$ cat src/rtl/cnoise_isqrt.sv
`default_nettype none
// ----------------------------------------------------------------------------
// cnoise_isqrt
// Pipelined floor square root, one result bit per stage, with the operand
// carried alongside.
// ----------------------------------------------------------------------------
module cnoise_isqrt #(
    parameter int IN_W = 38
) (
    input  wire logic              clk,
    input  wire logic              en,
    input  wire logic [IN_W-1:0]   value_in,
    output logic      [IN_W/2-1:0] root_out,
    output logic      [IN_W-1:0]   pass_out
);

    localparam int OW = IN_W / 2;

    logic [OW+1:0]   rem_reg  [0:OW-1];
    logic [OW-1:0]   root_reg [0:OW-1];
    logic [IN_W-1:0] rad_reg  [0:OW-1];
    logic [IN_W-1:0] pass_reg [0:OW-1];

    genvar k;
    generate
        for (k = 0; k < OW; k++)
        begin : g_stage
            logic [OW+1:0]   rem_prev;
            logic [OW-1:0]   root_prev;
            logic [IN_W-1:0] rad_prev;
            logic [IN_W-1:0] pass_prev;
            logic [OW+1:0]   rem_sh;
            logic [OW+1:0]   trial;

            if (k == 0)
            begin : g_first
                assign rem_prev  = '0;
                assign root_prev = '0;
                assign rad_prev  = value_in;
                assign pass_prev = value_in;
            end
            else
            begin : g_next
                assign rem_prev  = rem_reg[k-1];
                assign root_prev = root_reg[k-1];
                assign rad_prev  = rad_reg[k-1];
                assign pass_prev = pass_reg[k-1];
            end

            assign rem_sh = {rem_prev[OW-1:0], rad_prev[IN_W-1:IN_W-2]};
            assign trial  = {root_prev, 2'b01};

            always_ff @(posedge clk)
            begin
                if (en)
                begin
                    if (rem_sh >= trial)
                    begin
                        rem_reg[k]  <= rem_sh - trial;
                        root_reg[k] <= {root_prev[OW-2:0], 1'b1};
                    end
                    else
                    begin
                        rem_reg[k]  <= rem_sh;
                        root_reg[k] <= {root_prev[OW-2:0], 1'b0};
                    end
                    rad_reg[k]  <= {rad_prev[IN_W-3:0], 2'b00};
                    pass_reg[k] <= pass_prev;
                end
            end
        end
    endgenerate

    assign root_out = root_reg[OW-1];
    assign pass_out = pass_reg[OW-1];

endmodule
`default_nettype wire

$ cat config.mk
export PLATFORM = sky130hd
export DESIGN_NAME = cnoise_isqrt
export DESIGN_NICKNAME = d
export VERILOG_FILES = /design/src/rtl/cnoise_isqrt.sv
export SDC_FILE = /design/constraint.sdc
export NUM_CORES = 1
export LEC_CHECK = 0
export ABC_AREA = 1
export BUFFER_PORTS_ARGS = -buffer_cell sky130_fd_sc_hd__buf_2
export CORE_AREA = 2 2 559 339
export CTS_BUF_LIST = sky130_fd_sc_hd__clkbuf_2
export DETAILED_ROUTE_END_ITERATION = 12
export DIE_AREA = 0 0 561 341
export GPL_ROUTABILITY_DRIVEN = 0
export GPL_TIMING_DRIVEN = 1
export HOLD_SLACK_MARGIN = 0.02
export PLACE_DENSITY = 0.44
export SLEW_MARGIN = 10
export SYNTH_ARGS = -nofsm -noshare
export SYNTH_HDL_FRONTEND = slang
export SYNTH_SLANG_ARGS = --single-unit
$ cat constraint.sdc
create_clock -name clk -period 3 [get_ports clk]
set_clock_uncertainty 0.1 [all_clocks]
set_input_delay 0.6 -clock clk [delete_from_list [all_inputs] [get_ports clk]]
set_output_delay 0.6 -clock clk [all_outputs]
set_load 0.05 [all_outputs]
After elaboration in Yosys (flattened, before gate mapping)
Memories as Yosys holds them, arrays and structs flattened.
Cells that the tools add are included.
- mux-type cells: 154
- shifts and indexed selects: 0
- bitwise logic cells: 38
- divide/modulo/power cells: 0
- magnitude comparators: 19
- equality and inequality tests: 0
- reductions and logical operators: 0
- add/subtract/negate cells: 19
- multipliers: 0
- operator list (kind ; number):
    21-bit two-way mux ; 19
    21-bit >= comparator ; 18
    21-bit subtractor ; 18
    19-bit two-way mux ; 19
    1-bit two-way mux ; 116
    1-bit bitwise OR ; 38
    2-bit by 1-bit subtractor with 3-bit output, second input constant ; 1
    2-bit by 1-bit >= comparator with 1-bit output, second input constant ; 1
- ROM bits: 0
- flip-flop bits (word level): 0
- memories kept: 4
- bits in writable memories: 2166
- bits in latches: 0
- memory list (name ; depth ; bits a word ; read ports ; clocked after memory_dff ; write ports ; line ; source):
    pass_reg ; 19 ; 38 ; 19 ; 0 ; 19 ; 22 ; logic [IN_W-1:0] pass_reg [0:OW-1];
    rad_reg ; 19 ; 36 ; 18 ; 0 ; 19 ; 21 ; logic [IN_W-1:0] rad_reg [0:OW-1];
    rem_reg ; 19 ; 21 ; 18 ; 0 ; 19 ; 19 ; logic [OW+1:0] rem_reg [0:OW-1];
    root_reg ; 19 ; 19 ; 19 ; 0 ; 19 ; 20 ; logic [OW-1:0] root_reg [0:OW-1];

Depth between registers and ports, before layout
Gate-level depths: netlist of the first run.
An unclocked memory read counts as a cell.
- word-level depth: 6
- mapped depth: 15

Least setup slack after synthesis of the first run
Ideal clock, no wire load.
- kind: input to register
- from: input port en
- to: memory rem_reg[17][0] (netlist bit) (enable)
- setup slack: 0.546 ns
- cell stages on the path: 3
- library setup time: 0.407 ns
- data arrival time: 1.947 ns
- path buffers: 3
- cells stage by stage: buf_6 buf_2 clkbuf_1
- RTL lines (what ; line ; source):
    from (decl) ; 11 ; input wire logic en,
    to (decl) ; 19 ;

==> metrics.txt, run 1 <==
Logic pwr share 0.170; worst hold path class reg -> reg; Crit path top cell by count nand2_1; Fin Setup TNS 0 ps; WP data required approximately 4000 ps; Max FO, Critical Path 7; uppermost routed layer met5; largest net degree at the start of global routing approximately 140; Primary FF master, synth edfxtp_1; Layout Nets slightly below 6000; top cell family by delay on the critical path simple AND/OR/NAND/NOR gates; reg2reg path depth 11; number of synthesized register bits about 1200; share of layout cells above drive strength 1 0.115; most frequent cells in the layout nand2_1, edfxtp_1, inv_1, clkbuf_2, nor2_1; Hold Path Origin pass_reg[3][7]; Worst EP arrival about 3900 ps; cell count after synthesis 5030; Yosys cell types 47; Die X-Extent between 500 and 600 um; # fillers 19000; measured slew at the worst slew-check pin between 700 and 800 ps; final WL approximately 130 mm; area grow syn2layout 13.7%; Final Cell Area around 0.063 sq mm; Clock Pin Slew Worst Setup and Hold Paths ~100 ps; IO Pins 97; first-pass GRT wire length about 200 mm; Synthesis Warnings 0; FMAX about 0.35 GHz; outcome finished clean; initial antenna violation count 6; Mean Syn Cell Area around 11 sq um; leak pwr 27.1 nW; chip height about 340 um; DRC Markers 0; final hold vios 0; Hold WS roughly 160 ps; DR vias roughly 36000; setup repair bufs after CTS 0; RSZ-0062 raised after global routing true; Crit path buffers/inverters 2; Slowest-stage cell, CP edfxtp_1; core footprint about 0.19 sq mm; routed length on met1 roughly 72 mm; CP Launch Type flop; die footprint about 0.19 sq mm; Site Rows approximately 120; max-slew headroom at the worst pin 0.488; clock tree buffer depth 4; top post-synthesis cells by area edfxtp_1, nand2_1, inv_1; register area share after synthesis 0.666; min cycle time layout approximately 2800 ps; post-DP HPWL about 94 mm; number of flops mapped to enable cells by yosys around 1200; root buf cell clkbuf_2; Final setup violation count 0; CTS Buf Count approximately 310; area of the multi-input gates 0.0154 sq mm; Flop pwr share 0.545; length of routed met2 wiring 47.0 mm; PD cells between 600 and 700 mW/mm^2; sw frac 0.312; Cell Area, Placed ~0.06 sq mm; CP Cell Sequence inv_1 > ha_1 > nand2_1 > nand2_1 > o21bai_1 > inv_1 > nand2_1 > nor2_1 > nand2_1 > nand3_1 > nand2_1; WL/cell between 15 and 20 um; initial core utilization 0.298; cell-internal power approximately 0.027 W; hold-critical path depth 0; period utilisation layout 0.941; FFs w/ async S/R, synth 0; GRT Util Overall 0.137; clock sinks around 1200; reg2reg end rem_reg[11][11]; H-Tree Depth 5; Crit Path Category reg -> reg; CTS tree yes; Reg area 0.0370 sq mm; Worst Setup SP root_reg[10][10]; initial drt markers 3295; fin. max-slew vios 0; max reg flops 722; commonest non-fill, non-tap cell in the layout nand2_1; clock share of power 0.285; gr ovfl total 0; Mapped Nets between 5000 and 6000; worst hold endpoint pass_reg[4][7]; post-route ant nets 0; launch point of the worst reg-to-reg path root_reg[10][10]; routed vias/inst about 4.4; DR WL met3 10.5 mm; Psw approximately 0.012 W; VDD IR max 0.000233 V; Yosys top cell by area edfxtp_1; Post-Syn Area 0.0555 sq mm; number of global-route vias before repair between 30000 and 40000; share of the synthesized area in the top cell type 0.666; fin util 0.339; Setup crit end kind flop; reg2reg setup slack 180 ps; worst-skew pair later-pin latency 1460 ps; max-cap violations 0; CP Depth 11; count of buffers from port buffering between 90 and 100; Max stage delay on crit path slightly below 500 ps; Pre-Repair DR Iteration Count 6
-- through the flow --
step,total power [W],cells,worst slack (ps)
5_1_grt,0.0426,8234,-22.6
3_5_place_dp,0.0287,7625,18.4
6_report,0.0399,8234,178
4_1_cts,0.0406,8233,-112
2_1_floorplan,0.0263,5030,546
3_3_place_gp,0.0287,7625,-43.3
-- kinds of logic (layout without fill, tap and decap cells) --
group                      Yosys count  in the layout  synth area share
AOI/OAI and AO/OA                  347            347            0.0336
xor gates and xnor gates           167            167            0.0263
adders and majority gates          211            211            0.0476
buffers and inverters              799           1502            0.0556
DFF                               1232           1232             0.666
other                                0              1                 0
and+or+nand+nor                   2274           2274             0.171
-- power groups by stage --
| stage | registers (W) | logic [W] | clock network [W] |
|---|---|---|---|
| finish | 0.0217 | 0.00679 | 0.0114 |
| CTS | 0.0217 | 0.00672 | 0.0122 |
| detailed placement | 0.0221 | 0.00659 | 0 |
| global placement | 0.0221 | 0.00659 | 0 |
| global route | 0.0219 | 0.00772 | 0.0130 |
| floorplan | 0.0218 | 0.00447 | 0 |
-- how the worst max path moves through the flow --
stage | endpoint
final | rem_reg[11][11]
after detailed placement | rem_reg[11][1]
after floorplan | rem_reg[17][0]
after global routing | pass_out[17]
after global placement | rem_reg[11][1]
after CTS | pass_out[17]
-- per-layer routing --
| layer | global-route usage | vias to the layer above |
|---|---|---|
| li1 | - | 18000 |
| met1 | 0.225 | 17100 |
| met2 | 0.167 | 1094 |
| met3 | 0.0363 | 220 |
| met4 | 0.0396 | 4 |
| met5 | 0.00172 | - |
-- worst reg2reg max path, stage by stage (launching register included) --
cell and delay, ps:
edfxtp_1 490, inv_1 70, ha_1 360, nand2_1 120, nand2_1 80, o21bai_1 190
inv_1 60, nand2_1 70, nor2_1 290, nand2_1 390, nand3_1 200, nand2_1 130
-- final cells by class --
class	count	share of cell area
Timing Repair Buffer	242	0.0324
Sequential cell	1232	0.586
Tap cell	2500	0.0496
Multi-Input combinational cell	2999	0.245
Antenna cell	1	0.0000397
Clock buffer	438	0.0347
Clock inverter	84	0.00821
Inverter	738	0.0440
-- timing repair --
item,in CTS,in global routing
hold buffers,86,0
resized for setup,21,4
setup endpoints to repair,12,13
endpoints found under the hold margin,1258,0
-- cells in the mapped netlist, drive strengths merged, types with 14 or more instances --
library cell,instances
buf,37
nand2,1361
xnor2,42
ha,211
or2,15
nand3b,42
nand4,63
nor3,72
o21ai,135
nand3,285
edfxtp,1231
a21oi,166
inv,738
xor2,125
o21bai,14
clkbuf,24
nor2,405
Power figures use the tool's default switching activity.
==> run 2: changes to the inputs <==
- MAX_ROUTING_LAYER: not set -> met4
==> metrics.txt, run 2 (synthesis gave the netlist of run 1 again) <==
outcome finished clean; clock tree buffer depth 4 (unchanged); IO Pins 97 (unchanged); max-slew headroom at the worst pin 0.488 (-0.000516); CP Launch Type flop; Die X-Extent 561 um (unchanged); Crit Path Category reg -> reg; WL/cell 16.1 um (about the same); largest net degree at the start of global routing 141 (unchanged); setup repair bufs after CTS 0 (unchanged); Fin Setup TNS 0 ps (unchanged); PD cells 632 mW/mm^2 (about the same); DR vias 36500 (+0.23%); final WL 132 mm (about the same); initial drt markers 3382 (+2.6%); Design Power 0.0399 W (about the same); Cell Area, Placed 0.0595 sq mm (unchanged); Worst EP arrival 3770 ps (-80 ps); initial core utilization 0.298 (unchanged); first-pass GRT wire length 204 mm (unchanged); Layout Nets 5776 (unchanged); number of global-route vias before repair 34900 (-0.077%); Max FO, Critical Path 20 (+13); CTS tree yes; Clock Pin Slew Worst Setup and Hold Paths 100 ps (about the same); WP data required 3900 ps (-130 ps); max-cap violations 0 (unchanged); RSZ-0062 raised after global routing true; period utilisation layout 0.955 (+0.0146); commonest non-fill, non-tap cell in the layout nand2_1; Pre-Repair DR Iteration Count 5 (-1); clock sinks 1232 (unchanged); VDD IR max 0.000233 V (about the same); # fillers 19000 (-0.0053%); area grow syn2layout 13.7% (about the same); final hold vios 0 (unchanged); count of buffers from port buffering 96 (unchanged); Setup crit end kind flop; post-DP HPWL 94.2 mm (unchanged); routed vias/inst 4.43 (+0.21%); FMAX 0.349 GHz (-1.5%); CTS Buf Count 312 (unchanged); min cycle time layout 2870 ps (+43.7 ps); worst-skew pair later-pin latency 1460 ps (about the same); leak pwr 27.1 nW (about the same); Hold WS 165 ps (+4.44 ps); share of layout cells above drive strength 1 0.115 (unchanged); DRC Markers 0 (unchanged); core footprint 0.186 sq mm (unchanged); Final setup violation count 0 (unchanged); max reg flops 722 (unchanged); worst hold path class reg -> reg; GRT Util Overall 0.141 (+0.00422); post-route ant nets 0 (unchanged); die footprint 0.191 sq mm (unchanged); most frequent cells in the layout nand2_1, edfxtp_1, inv_1, clkbuf_2, nor2_1; Site Rows 123 (unchanged); initial antenna violation count 6 (unchanged); measured slew at the worst slew-check pin 760 ps (-7.26 ps); fin. max-slew vios 0 (unchanged); H-Tree Depth 5 (unchanged); Final Cell Area 0.0631 sq mm (about the same); root buf cell clkbuf_2; gr ovfl total 0 (unchanged); chip height 341 um (unchanged)
run 2: changes by cell type in the layout (fill, tap and decap cells not counted):
cell and delta:
diode_2 +1
run 2: stage by stage:
stage	cells	utilization	setup slack, ps
floorplan	5030	-	546
finish	8235	0.339	134
detailed placement	7625	0.319	18.4
global placement	7625	0.319	-43.3
global route	8235	0.339	-22.6
CTS	8233	0.339	-112
run 2: path summary, 6_finish.rpt:
kind,from,to,cells past startpoint,slack (ps)
setup / recovery,rem_reg[11][15],rem_reg[12][1],9,130
hold / removal,pass_reg[3][7],pass_reg[4][7],0,160
setup reg to reg,rem_reg[11][15],rem_reg[12][1],9,130
hold reg to reg,pass_reg[3][7],pass_reg[4][7],0,160
run 2: final cells by class:
type,count,area [sq um],area share
diodes,2,5.00,0.0000793
clock inverters,84,518,0.00821
inverters,738,2780,0.0440
flip-flops and latches,1232,37000,0.586
repair buffers,242,2040,0.0324
well taps,2500,3130,0.0496
multi-input cells,2999,15400,0.245
clock buffers,438,2190,0.0347
run 2: what timing repair did:
| action | 4_1_cts | 5_1_grt |
|---|---|---|
| hold buffers | 86 | 0 |
| endpoints found under the setup margin | 12 | 14 |
| cloned | 0 | 0 |
| resized for setup | 21 | 4 |
| hold endpoints to repair | 1258 | 0 |
run 2: metal layers:
| metal | global-route usage | wire [um] |
|---|---|---|
| met2 | 0.167 | 47000 |
| met1 | 0.226 | 72300 |
| met5 | - | 0 |
| met3 | 0.0358 | 10400 |
| met4 | 0.0397 | 2630 |
run 2: worst max-delay path, stage by stage, from the launching register on:
cell and delay [ps]:
edfxtp_1 430, inv_1 230, nand2_1 170, nor4_1 500
nand3_1 190, inv_1 370, nand2_1 90, buf_4 230
nand2_1 70, o21ai_0 80
run 2: where the power goes:
| group | total [W] | leakage [nW] | switching [W] | internal, W |
|---|---|---|---|---|
| clock | 0.0114 | 2.08 | 0.00694 | 0.00443 |
| sequential | 0.0217 | 11.9 | 0.000922 | 0.0208 |
| combinational | 0.00679 | 13.1 | 0.00457 | 0.00222 |
| total | 0.0399 | 27.1 | 0.0124 | 0.0274 |
